**config.mk**
```make
export PLATFORM = sky130hd
export DESIGN_NAME = ordered_list_insert_delete_top
export DESIGN_NICKNAME = d
export VERILOG_FILES = /design/src/hw/rtl/olid_pkg.sv /design/src/hw/rtl/ordered_list_insert_delete_top.sv /design/src/hw/rtl/olid_cell.sv
export SDC_FILE = /design/constraint.sdc
export NUM_CORES = 1
export LEC_CHECK = 0
export BUFFER_PORTS_ARGS = -buffer_cell sky130_fd_sc_hd__buf_2
export CAP_MARGIN = 15
export CORE_ASPECT_RATIO = 1.75
export CORE_UTILIZATION = 55
export CTS_CLUSTER_SIZE = 25
export DETAILED_ROUTE_END_ITERATION = 7
export PLACE_DENSITY = 0.74
export REMOVE_ABC_BUFFERS = 1
export SLEW_MARGIN = 20
export SYNTH_ARGS = -nofsm -noshare
export SYNTH_HDL_FRONTEND = slang
export SYNTH_SLANG_ARGS = --single-unit
export TNS_END_PERCENT = 1
```
**constraint.sdc**
```tcl
create_clock -name i_clk -period 4.9 [get_ports i_clk]
set_input_delay 0.245 -clock i_clk [delete_from_list [all_inputs] [get_ports i_clk]]
set_output_delay 0.245 -clock i_clk [all_outputs]
set_load 0.05 [all_outputs]
```
**src/hw/rtl/olid_pkg.sv**
```systemverilog
package olid_pkg;

    // Largest number of entries the list can hold.
    localparam int DEPTH = 16;

    // Bits for a cell index, for the entry count and for position compares.
    localparam int IW = (DEPTH > 1) ? $clog2(DEPTH) : 1;
    localparam int CW = $clog2(DEPTH + 1);
    localparam int PW = (CW > 4) ? CW : 4;

    typedef enum logic [1:0] {
        CMD_APPEND = 2'd0,
        CMD_INSERT = 2'd1,
        CMD_DELETE = 2'd2
    } t_cmd;

    typedef enum logic [1:0] {
        STS_OK    = 2'd0,
        STS_FULL  = 2'd1,
        STS_RANGE = 2'd2
    } t_status;

    // What every cell of the chain does: hold, insert, delete or rotate.
    typedef enum logic [1:0] {
        CELL_HOLD   = 2'd0,
        CELL_INSERT = 2'd1,
        CELL_DELETE = 2'd2,
        CELL_ROTATE = 2'd3
    } t_cell_mode;

    typedef struct packed {
        t_cell_mode         mode;
        logic [PW-1:0]      pos;
        logic signed [31:0] value;
    } t_cell_ctrl;

endpackage

```
**src/hw/rtl/ordered_list_insert_delete_top.sv**
```systemverilog
// An error beat, or the beat that flags an emptied list, is registered and presented in
// the cycle after acceptance; the first beat of a streamed list passes through the cell
// update and then the output register. After a successful operation a new one is taken
// only once a full turn of the cell ring has brought every entry home and the last beat
// has left the output register, or after an error once its beat is taken; stalls delay it.
// Reset (i_rst_n low, synchronous) empties the list, drops the valid and holds tready low.
module ordered_list_insert_delete_top (
    input  logic        i_clk,
    input  logic        i_rst_n,
    input  logic        i_s_axis_tvalid,
    output logic        o_s_axis_tready,
    // [3:0] position, [35:4] value, [39:36] zero.
    input  logic [39:0] i_s_axis_tdata,
    // [1:0] command.
    input  logic [1:0]  i_s_axis_tuser,
    output logic        o_m_axis_tvalid,
    input  logic        i_m_axis_tready,
    // [3:0] entry_index, [35:4] entry_value, [39:36] zero.
    output logic [39:0] o_m_axis_tdata,
    // [1:0] status, [2] list_empty.
    output logic [2:0]  o_m_axis_tuser,
    output logic        o_m_axis_tlast
);

    typedef enum logic [2:0] {
        S_IDLE   = 3'b001,
        S_STREAM = 3'b010,
        S_SPIN   = 3'b100
    } t_state;

    t_state                    r_state, n_state;
    logic [olid_pkg::CW-1:0]   r_count, n_count;
    logic [olid_pkg::IW-1:0]   r_idx, n_idx;

    // Output register for the result beat.
    logic                      r_m_valid, n_m_valid;
    logic [1:0]                r_status, n_status;
    logic [3:0]                r_index, n_index;
    logic signed [31:0]        r_value, n_value;
    logic                      r_empty, n_empty;
    logic                      r_last, n_last;

    olid_pkg::t_cell_ctrl      w_ctrl;
    logic signed [31:0]        w_cell_q [olid_pkg::DEPTH];

    logic                      w_s_accept;
    logic                      w_out_free;
    logic                      w_is_last;
    logic [1:0]                w_cmd;
    logic [olid_pkg::PW-1:0]   w_pos;
    logic [olid_pkg::PW-1:0]   w_count_ext;
    logic signed [31:0]        w_in_value;

    assign w_cmd       = i_s_axis_tuser;
    assign w_pos       = olid_pkg::PW'(i_s_axis_tdata[3:0]);
    assign w_in_value  = i_s_axis_tdata[35:4];
    assign w_count_ext = olid_pkg::PW'(r_count);

    // New work is taken only out of reset, when the chain is at rest and no
    // beat is pending.
    assign o_s_axis_tready = i_rst_n && (r_state == S_IDLE) && !r_m_valid;
    assign w_s_accept      = i_s_axis_tvalid && o_s_axis_tready;
    assign w_out_free      = !r_m_valid || i_m_axis_tready;
    assign w_is_last       = (olid_pkg::CW'(r_idx) + olid_pkg::CW'(1)) == r_count;

    // The chain of cells. It is closed into a ring so that a rotation by
    // DEPTH places brings every entry past cell zero and back home again.
    for (genvar k = 0; k < olid_pkg::DEPTH; k++) begin : g_cell
        olid_cell u_cell (
            .i_clk   (i_clk),
            .i_index (olid_pkg::IW'(k)),
            .i_ctrl  (w_ctrl),
            .i_left  (w_cell_q[(k + olid_pkg::DEPTH - 1) % olid_pkg::DEPTH]),
            .i_right (w_cell_q[(k + 1) % olid_pkg::DEPTH]),
            .o_value (w_cell_q[k])
        );
    end

    always_comb begin
        n_state   = r_state;
        n_count   = r_count;
        n_idx     = r_idx;
        n_m_valid = r_m_valid && !i_m_axis_tready;
        n_status  = r_status;
        n_index   = r_index;
        n_value   = r_value;
        n_empty   = r_empty;
        n_last    = r_last;
        w_ctrl.mode  = olid_pkg::CELL_HOLD;
        w_ctrl.pos   = w_pos;
        w_ctrl.value = w_in_value;

        unique case (r_state)
            S_IDLE: begin
                if (w_s_accept) begin
                    unique case (w_cmd) inside
                        olid_pkg::CMD_APPEND, olid_pkg::CMD_INSERT: begin
                            // The full check takes precedence over the range check.
                            if (r_count == olid_pkg::CW'(olid_pkg::DEPTH)) begin
                                n_m_valid = 1'b1;
                                n_status  = olid_pkg::STS_FULL;
                                n_index   = 4'd0;
                                n_value   = 32'sd0;
                                n_empty   = 1'b0;
                                n_last    = 1'b1;
                            end else if ((w_cmd == olid_pkg::CMD_INSERT)
                                         && (w_pos > w_count_ext)) begin
                                n_m_valid = 1'b1;
                                n_status  = olid_pkg::STS_RANGE;
                                n_index   = 4'd0;
                                n_value   = 32'sd0;
                                n_empty   = 1'b0;
                                n_last    = 1'b1;
                            end else begin
                                w_ctrl.mode = olid_pkg::CELL_INSERT;
                                if (w_cmd == olid_pkg::CMD_APPEND) begin
                                    w_ctrl.pos = w_count_ext;
                                end
                                n_count = r_count + olid_pkg::CW'(1);
                                n_idx   = '0;
                                n_state = S_STREAM;
                            end
                        end
                        olid_pkg::CMD_DELETE: begin
                            if (w_pos >= w_count_ext) begin
                                n_m_valid = 1'b1;
                                n_status  = olid_pkg::STS_RANGE;
                                n_index   = 4'd0;
                                n_value   = 32'sd0;
                                n_empty   = 1'b0;
                                n_last    = 1'b1;
                            end else begin
                                w_ctrl.mode = olid_pkg::CELL_DELETE;
                                n_count = r_count - olid_pkg::CW'(1);
                                n_idx   = '0;
                                if (r_count == olid_pkg::CW'(1)) begin
                                    // The list is now empty: one beat flags it.
                                    n_m_valid = 1'b1;
                                    n_status  = olid_pkg::STS_OK;
                                    n_index   = 4'd0;
                                    n_value   = 32'sd0;
                                    n_empty   = 1'b1;
                                    n_last    = 1'b1;
                                end else begin
                                    n_state = S_STREAM;
                                end
                            end
                        end
                        default: begin
                            // The unused command code is dropped without a result.
                            n_state = S_IDLE;
                        end
                    endcase
                end
            end
            S_STREAM: begin
                // Cell zero always holds the entry at r_idx; each beat sent
                // rotates the ring by one place.
                if (w_out_free) begin
                    n_m_valid   = 1'b1;
                    n_status    = olid_pkg::STS_OK;
                    n_index     = 4'(r_idx);
                    n_value     = w_cell_q[0];
                    n_empty     = 1'b0;
                    n_last      = w_is_last;
                    w_ctrl.mode = olid_pkg::CELL_ROTATE;
                    n_idx       = r_idx + olid_pkg::IW'(1);
                    if (w_is_last) begin
                        if (r_count == olid_pkg::CW'(olid_pkg::DEPTH)) begin
                            n_state = S_IDLE;
                        end else begin
                            n_state = S_SPIN;
                        end
                    end
                end
            end
            S_SPIN: begin
                // Finish the turn of the ring without output so that every
                // entry returns to its own cell.
                w_ctrl.mode = olid_pkg::CELL_ROTATE;
                if (r_idx == olid_pkg::IW'(olid_pkg::DEPTH - 1)) begin
                    n_state = S_IDLE;
                end else begin
                    n_idx = r_idx + olid_pkg::IW'(1);
                end
            end
            default: begin
                n_state = S_IDLE;
            end
        endcase
    end

    always_ff @(posedge i_clk) begin
        if (!i_rst_n) begin
            r_state   <= S_IDLE;
            r_count   <= '0;
            r_idx     <= '0;
            r_m_valid <= 1'b0;
        end else begin
            r_state   <= n_state;
            r_count   <= n_count;
            r_idx     <= n_idx;
            r_m_valid <= n_m_valid;
        end
    end

    // Beat payload needs no reset.
    always_ff @(posedge i_clk) begin
        r_status <= n_status;
        r_index  <= n_index;
        r_value  <= n_value;
        r_empty  <= n_empty;
        r_last   <= n_last;
    end

    assign o_m_axis_tvalid = r_m_valid;
    assign o_m_axis_tdata  = {4'd0, r_value, r_index};
    assign o_m_axis_tuser  = {r_empty, r_status};
    assign o_m_axis_tlast  = r_last;

endmodule

```
**src/hw/rtl/olid_cell.sv**
```systemverilog
module olid_cell (
    input  logic                       i_clk,
    input  logic [olid_pkg::IW-1:0]    i_index,
    input  olid_pkg::t_cell_ctrl       i_ctrl,
    input  logic signed [31:0]         i_left,
    input  logic signed [31:0]         i_right,
    output logic signed [31:0]         o_value
);

    logic signed [31:0]          r_value;
    logic signed [31:0]          n_value;
    logic [olid_pkg::PW-1:0]     w_index;

    assign w_index = olid_pkg::PW'(i_index);

    // An insert opens a gap at the position by moving later entries up;
    // a delete closes it by pulling later entries down; a rotation moves
    // the whole ring down by one place so that cell zero sees each entry.
    always_comb begin
        n_value = r_value;
        case (i_ctrl.mode)
            olid_pkg::CELL_INSERT: begin
                if (w_index > i_ctrl.pos) begin
                    n_value = i_left;
                end else if (w_index == i_ctrl.pos) begin
                    n_value = i_ctrl.value;
                end
            end
            olid_pkg::CELL_DELETE: begin
                if (w_index >= i_ctrl.pos) begin
                    n_value = i_right;
                end
            end
            olid_pkg::CELL_ROTATE: begin
                n_value = i_right;
            end
            default: begin
                n_value = r_value;
            end
        endcase
    end

    always_ff @(posedge i_clk) begin
        r_value <= n_value;
    end

    assign o_value = r_value;

endmodule
```
Word level (Yosys, flattened, before mapping)
Cells that the tools add are included.

Flip-flop bits (word level): 565. Output and inout port bits: 46.

Add/sub/neg operators: 4. Magnitude comparators: 34. Equal/unequal tests: 74. Muxes and demuxes: 144. Reductions and logical operators: 35.

Operator list (count): 32-bit 2-to-1 mux (54); 32-bit one-hot mux with 3 select lines (16); 32-bit one-hot mux with 2 select lines (2); 3-bit by 1-bit != test with 1-bit output, second input constant (17); 4-bit 2-to-1 mux (12); 3-bit AND reduction (16); 4-bit by 5-bit == test with 1-bit output, first input constant (8); 4-bit by 5-bit greater-or-equal comparator with 1-bit output, first input constant (8); 4-bit by 5-bit > comparator with 1-bit output, first input constant (8); 2-bit by 1-bit != test with 1-bit output, second input constant (16); 5-bit 2-to-1 mux (6); 3-bit 2-to-1 mux (9); 4-bit one-hot mux with 2 select lines (3); 3-bit by 5-bit == test with 1-bit output, first input constant (4); 3-bit by 5-bit greater-or-equal comparator with 1-bit output, first input constant (4); 3-bit by 5-bit > comparator with 1-bit output, first input constant (4); 1-bit 2-to-1 mux (17); 2-bit 2-to-1 mux (8); 2-bit != test, second input constant (8); 8-bit AND reduction (2); 6-bit 2-to-1 mux (2); 3-bit != test, second input constant (4); 1-bit one-hot mux with 2 select lines (6); 2-bit one-hot mux with 2 select lines (3); 38 further kinds (54).

Longest topological paths before layout
Word-level depth: 11. Gate-level depth with buffers: 13. Gate-level depth less buffers: 8.

By module
From an unflattened synthesis, not the netlist that was laid out.

Cell total of the unflattened synthesis: 4613. Area total of the unflattened synthesis: 43875.8 um^2.

By module, submodules not included: olid_cell (g_cell[1].u_cell ...) (times used 9, cells an instance 272, area each 2568.7 um^2, sequential area each 960.9 um^2); olid_cell (g_cell[0].u_cell ...) (times used 7, cells an instance 272, area each 2565.0 um^2, sequential area each 960.9 um^2); ordered_list_insert_delete_top (times used 1, cells an instance 261, area each 2802.7 um^2, sequential area each 1461.4 um^2).

Worst setup path after synthesis
OpenSTA, ideal clock, no wires.

Path kind: register to register. From: register r_count[1] (netlist bit). To: register g_cell[8].u_cell.r_value[0] (enable). Library setup time: 466 ps. Arrival time: 4830 ps. Data required time: 4434 ps. Path slack: -396 ps. Cell stages (with the launch flop): 11. Path buffers: 3. Clock period less this slack: 5296 ps. Path through: dfxtp_1 -> clkbuf_1 -> clkinv_1 -> ha_1 -> and4bb_2 -> nand4b_2 -> buf_2 -> a311oi_1 -> buf_2 -> inv_1 -> o21ai_0.

Word-level cells in the longest chain between the ends: 10. Elaborated cells between the ends (all ways): 23. Those cells by class: 4 x order compare; 7 x eq/ne; 9 x mux; 3 x reduce/logical.

Ends and longest elaborated chain: from (decl) (RTL line ordered_list_insert_delete_top.sv:32) `logic [olid_pkg::CW-1:0] r_count, n_count;`; from (signal assigned) (RTL line ordered_list_insert_delete_top.sv:201) `r_count <= n_count;`; 4-bit by 5-bit > comparator with 1-bit output (RTL line ordered_list_insert_delete_top.sv:107) `&& (w_pos > w_count_ext)) begin`; 1-bit logical AND (RTL line ordered_list_insert_delete_top.sv:107); 6-bit 2-to-1 mux (RTL line ordered_list_insert_delete_top.sv:106) `end else if ((w_cmd == olid_pkg::CMD_INSERT)`; 6-bit 2-to-1 mux (RTL line ordered_list_insert_delete_top.sv:99) `if (r_count == olid_pkg::CW'(olid_pkg::DEPTH)) begin`; 5-bit 2-to-1 mux or 2-bit one-hot mux with 2 select lines (tied branches) (RTL line ordered_list_insert_delete_top.sv:96) `unique case (w_cmd) inside`; 7-bit 2-to-1 mux (*) (RTL line ordered_list_insert_delete_top.sv:95) `if (w_s_accept) begin`; 5-bit 2-to-1 mux or 2-bit one-hot mux with 3 select lines (tied branches) (RTL line ordered_list_insert_delete_top.sv:93) `unique case (r_state)`; 4-bit by 5-bit > comparator with 1-bit output, or another cell as far along (RTL line olid_cell.sv:23) `if (w_index > i_ctrl.pos) begin`; 3-bit by 1-bit != test with 1-bit output (no source line), or another cell as far along; 3-bit AND reduction (no source line) (*); to (signal assigned) (RTL line olid_cell.sv:44) `r_value <= n_value;`; to (decl) (RTL line olid_cell.sv:10) `logic signed [31:0] r_value;`.

Mark *: on every way between the ends. The rest lies on a longest branch, timed or not. A chain may end at the register's enable or synchronous reset.

Worst setup path after layout
From: register r_count[3] (netlist bit). To: register g_cell[12].u_cell.r_value[16] (enable).

Word-level cells in the longest chain between the ends: 10. Elaborated cells between the ends (all ways): 23. Those cells by class: 4 x order compare; 7 x eq/ne; 9 x mux; 3 x reduce/logical.

Ends and longest elaborated chain (RTL line): 4-bit by 5-bit > comparator with 1-bit output (ordered_list_insert_delete_top.sv:107); 1-bit logical AND (ordered_list_insert_delete_top.sv:107); 6-bit 2-to-1 mux (ordered_list_insert_delete_top.sv:106); 6-bit 2-to-1 mux (ordered_list_insert_delete_top.sv:99); 5-bit 2-to-1 mux or 2-bit one-hot mux with 2 select lines (tied branches) (ordered_list_insert_delete_top.sv:96); 7-bit 2-to-1 mux (*) (ordered_list_insert_delete_top.sv:95); 5-bit 2-to-1 mux or 2-bit one-hot mux with 3 select lines (tied branches) (ordered_list_insert_delete_top.sv:93); 4-bit by 5-bit > comparator with 1-bit output, or another cell as far along (olid_cell.sv:23); 3-bit by 1-bit != test with 1-bit output (no source line), or another cell as far along; 3-bit AND reduction (no source line) (*); to (signal assigned) (olid_cell.sv:44); to (decl) (olid_cell.sv:10).

Marked as above.

==> key figures <==
Finish
  • Ratio of cells with drive above 1 in the final layout: 0.111
  • Filler Cell Count: 4007
  • Core utilization of the finished layout: 0.617
  • Count of placed standard cells in the final layout, fillers left out: 3317
  • Final net count: 2671
  • Commonest cells after routing, fill and taps aside: 563 x sky130_fd_sc_hd__nand2_1, 552 x sky130_fd_sc_hd__edfxtp_1, 335 x sky130_fd_sc_hd__nand3_1
  • Sequential cell area in the final layout: 16800 sq um
  • Synthesis-to-finish area growth: 10.1%
  • Most common library cell in the layout ignoring fill and taps: sky130_fd_sc_hd__nand2_1
  • Multi-input gate area in the final layout: 10200 sq um

Floorplan
  • Starting utilization of the core area: 0.560
  • Num rows: 109
  • CORE AREA: 50700 sq um
  • Floorplan die height: 303 um
  • Width of the die: 174 um
  • Die area: 52600 sq um
  • I/O pin total: 92

STA
  • Clock Skews: 22.7 ps
  • Share of the clock period used by the worst path: 0.867
  • Total count of max-transition violations in the final report: 0
  • Hold Fails Final Rpt: 0
  • Slew margin rel.: 0.328
  • Worst hold margin: 83.9 ps
  • Peak Freq: 235 MHz
  • Setup repair after global routing missed its margin: no
  • Smallest setup slack after layout: 652 ps
  • Fin crit period: 4250 ps
  • Final count of negative-setup-slack endpoints: 0
  • Slew at the pin closest to its max-slew limit: 1000 ps

Synthesis
  • Count of flip-flops with a built-in enable after synthesis: 552
  • Dominant synthesized flop cell: sky130_fd_sc_hd__edfxtp_1
  • Post-Syn Area per Cell: 10.8 sq um
  • Part of the Yosys area used for sequential elements: 0.592
  • Number of unique standard cell types used by synthesis: 67
  • Cells after Synth: 2640
  • Flip-flop and latch count after synthesis: 565
  • Async set-reset flop share out of synthesis: 0
  • Netlist Area Pre-Place: 28400 sq um
  • YS warnings: 0

Placement
  • Placed insts: 3230
  • Hpwl dp: 47.1 mm
  • Placer Congestion: 0.853
  • Pre-CTS WS: 698 ps
  • Port-buffer cells: 83

Clock tree
  • CTS buffer count: 51
  • CTS tree: yes
  • # Post-CTS Setup Buffers: 0
  • Count of cells resized by post-cts repair: 0
  • Source-to-sink clock delay at the later pin of the worst-skew pair: 600 ps
  • Clock Tree Root: sky130_fd_sc_hd__clkbuf_16
  • Htree depth: 2
  • CTS Hold Bufs: 0
  • Clk sinks: 565
  • Worst-path clk slew: 70 ps
  • Clock Tree Buf Depth: 3

Global route
  • GRT overflow: 0
  • Wire length of the first global-routing pass: 125 mm
  • Vias in the first global route: 21900
  • Initial antenna violation count: 4
  • Largest net degree at the start of global routing: 91
  • Total Routing Usage GR: 0.308

Setup path
  • Worst EP required: 5180 ps
  • Slowest library cell on the worst path: sky130_fd_sc_hd__o21ai_4
  • Startpoint type of the worst setup path: flop
  • Slowest cell delay on critical path: 900 ps
  • Path type of the worst setup path: flop to flop
  • Max FO, Critical Path: 18
  • Register-to-Register Setup Slack: 650 ps
  • Worst-case reg-to-reg path depth: 8
  • Reg-to-reg critical path endpoint: g_cell[12].u_cell.o_value[16]
  • Worst endpoint data arrival time: 4530 ps
  • Origin of the critical flop-to-flop path: r_count[3]
  • Critical path capture point type: flop
  • Ordered list of cells on the worst path: clkinv_1 > ha_1 > and4_1 > a2111oi_2 > o21ai_0 > a21o_1 > o21ai_4 > buf_12

Hold path
  • Worst hold path type: input pin to flop
  • Hold path startpoint: i_s_axis_tdata[35]
  • Sink of the worst hold path: g_cell[6].u_cell.o_value[31]
  • Hold depth: 3

Power
  • Pwr Total: 0.0144 W
  • Max rail drop VDD: 0.000278 V
  • Pleak: 10.8 nW
  • Total power divided by cell area: 461 nW/um^2

Detailed routing
  • DR WL/cell: 24.6 um
  • Number of DRC violations after detailed routing: 0
  • Total via count after detailed routing: 22200
  • Antenna Violating Nets Remaining: 0
  • Total wire length: 81.5 mm
  • Post-detailed-route via-to-cell ratio: 6.68
  • Iteration count of the initial detailed-routing pass: 6
  • Iter 0 DRT Violations: 2769

Run
  • Maximum capacitance violations: 0

Run status
  • Run status: finished, final reports clean
==> area by class of cell <==
type,count,share of cell area
Sequential cell,565,0.538
Multi-Input combinational cell,1732,0.327
Timing Repair Buffer,182,0.0486
Clock buffer,59,0.0417
Tap cell,666,0.0266
Inverter,85,0.0102
Clock inverter,26,0.00787
Antenna cell,2,0.000160
==> through the flow <==
stage | TNS [ps] | instance area (sq um)
5_1_grt | 0 | 31300
3_3_place_gp | 0 | 29700
3_5_place_dp | 0 | 29700
6_report | 0 | 31300
2_1_floorplan | -4778830 | 27100
4_1_cts | 0 | 31300
==> cell usage after synthesis, types with 3 or more instances <==
cell / instances / area [sq um]
sky130_fd_sc_hd__nand2b_1: 7 / 43.8
sky130_fd_sc_hd__nand3_1: 335 / 1680
sky130_fd_sc_hd__ha_1: 8 / 100
sky130_fd_sc_hd__nor4_1: 3 / 18.8
sky130_fd_sc_hd__nand3b_1: 3 / 22.5
sky130_fd_sc_hd__nand4_1: 5 / 31.3
sky130_fd_sc_hd__o311ai_0: 32 / 280
sky130_fd_sc_hd__clkbuf_1: 105 / 394
sky130_fd_sc_hd__inv_1: 82 / 308
sky130_fd_sc_hd__buf_6: 15 / 169
sky130_fd_sc_hd__buf_4: 42 / 315
sky130_fd_sc_hd__a211oi_1: 3 / 22.5
sky130_fd_sc_hd__edfxtp_1: 552 / 16600
sky130_fd_sc_hd__nor3_1: 5 / 25.0
sky130_fd_sc_hd__a21oi_1: 11 / 55.1
sky130_fd_sc_hd__and3_1: 4 / 25.0
sky130_fd_sc_hd__clkinv_1: 3 / 11.3
sky130_fd_sc_hd__o21a_1: 3 / 22.5
sky130_fd_sc_hd__o21ai_2: 4 / 35.0
sky130_fd_sc_hd__a311oi_1: 4 / 35.0
sky130_fd_sc_hd__o21ai_0: 116 / 581
sky130_fd_sc_hd__xnor2_1: 4 / 35.0
sky130_fd_sc_hd__and2_1: 5 / 31.3
sky130_fd_sc_hd__a31oi_1: 33 / 206
sky130_fd_sc_hd__dfxtp_1: 13 / 260
sky130_fd_sc_hd__o21ai_1: 33 / 165
sky130_fd_sc_hd__buf_1: 20 / 75.1
sky130_fd_sc_hd__nor2b_1: 4 / 25.0
sky130_fd_sc_hd__o221ai_1: 65 / 569
sky130_fd_sc_hd__nand2_1: 563 / 2110
sky130_fd_sc_hd__mux2i_1: 135 / 1350
sky130_fd_sc_hd__buf_8: 3 / 45.0
sky130_fd_sc_hd__o211ai_1: 225 / 1690
sky130_fd_sc_hd__buf_2: 76 / 380
sky130_fd_sc_hd__nor2_1: 80 / 300
==> cell families (layout without fill, tap and decap cells) <==
family / after synthesis / in the layout / synth area share
compound gates: 547 / 547 / 0.137
fa+ha+maj: 8 / 8 / 0.00352
buf+inv: 346 / 352 / 0.0597
mux: 135 / 135 / 0.0475
simple gates: 1033 / 1033 / 0.158
flops: 565 / 565 / 0.592
other cells: 1 / 6 / 0.000132
xor+xnor: 5 / 5 / 0.00154
==> sequential cells by signal, indices dropped and copies added (netlist names) <==
name                   cells
r_count                    5
g_cell.u_cell.o_value    512
r_idx                      4
r_empty                    1
r_status                   2
o_m_axis_tlast             1
r_index                    4
r_state                    3
o_m_axis_tvalid            1
r_value                   32
==> routing by layer <==
layer  vias up  GRT usage  routed length (um)
li1       9743          -                   -
met1     10800      0.395               30200
met2      1336      0.505               38900
met3       277     0.0451                7630
met4         4      0.175                4730
met5         -          0                  16
==> worst max-delay path, delay by kind of cell (launching register included) <==
| kind | cells | cell delay (ps) |
|---|---|---|
| flops | 1 | 570 |
| compound gates | 4 | 2090 |
| fa+ha+maj | 1 | 430 |
| simple gates | 1 | 190 |
| buf+inv | 2 | 640 |
==> power breakdown <==
part,internal [W],switching [W],leakage [nW]
sequential,0.00654,0.000377,5.15
clock,0.00216,0.00180,0.762
combinational,0.00111,0.00246,4.92
==> worst max path at each step <==
stage | from | to | slack [ps] | cells past startpoint
after global routing | r_count[3] | g_cell[12].u_cell.o_value[31] | 480 | 8
final | r_count[3] | g_cell[12].u_cell.o_value[16] | 650 | 8
after global placement | r_count[3] | g_cell[12].u_cell.o_value[21] | 790 | 8
after detailed placement | r_count[3] | g_cell[12].u_cell.o_value[21] | 700 | 8
after CTS | r_count[3] | g_cell[12].u_cell.o_value[9] | 690 | 8
after floorplan | r_count[2] | g_cell[12].u_cell.o_value[0] | -8380 | 7
Note: power is estimated with default switching activity, not from simulation.
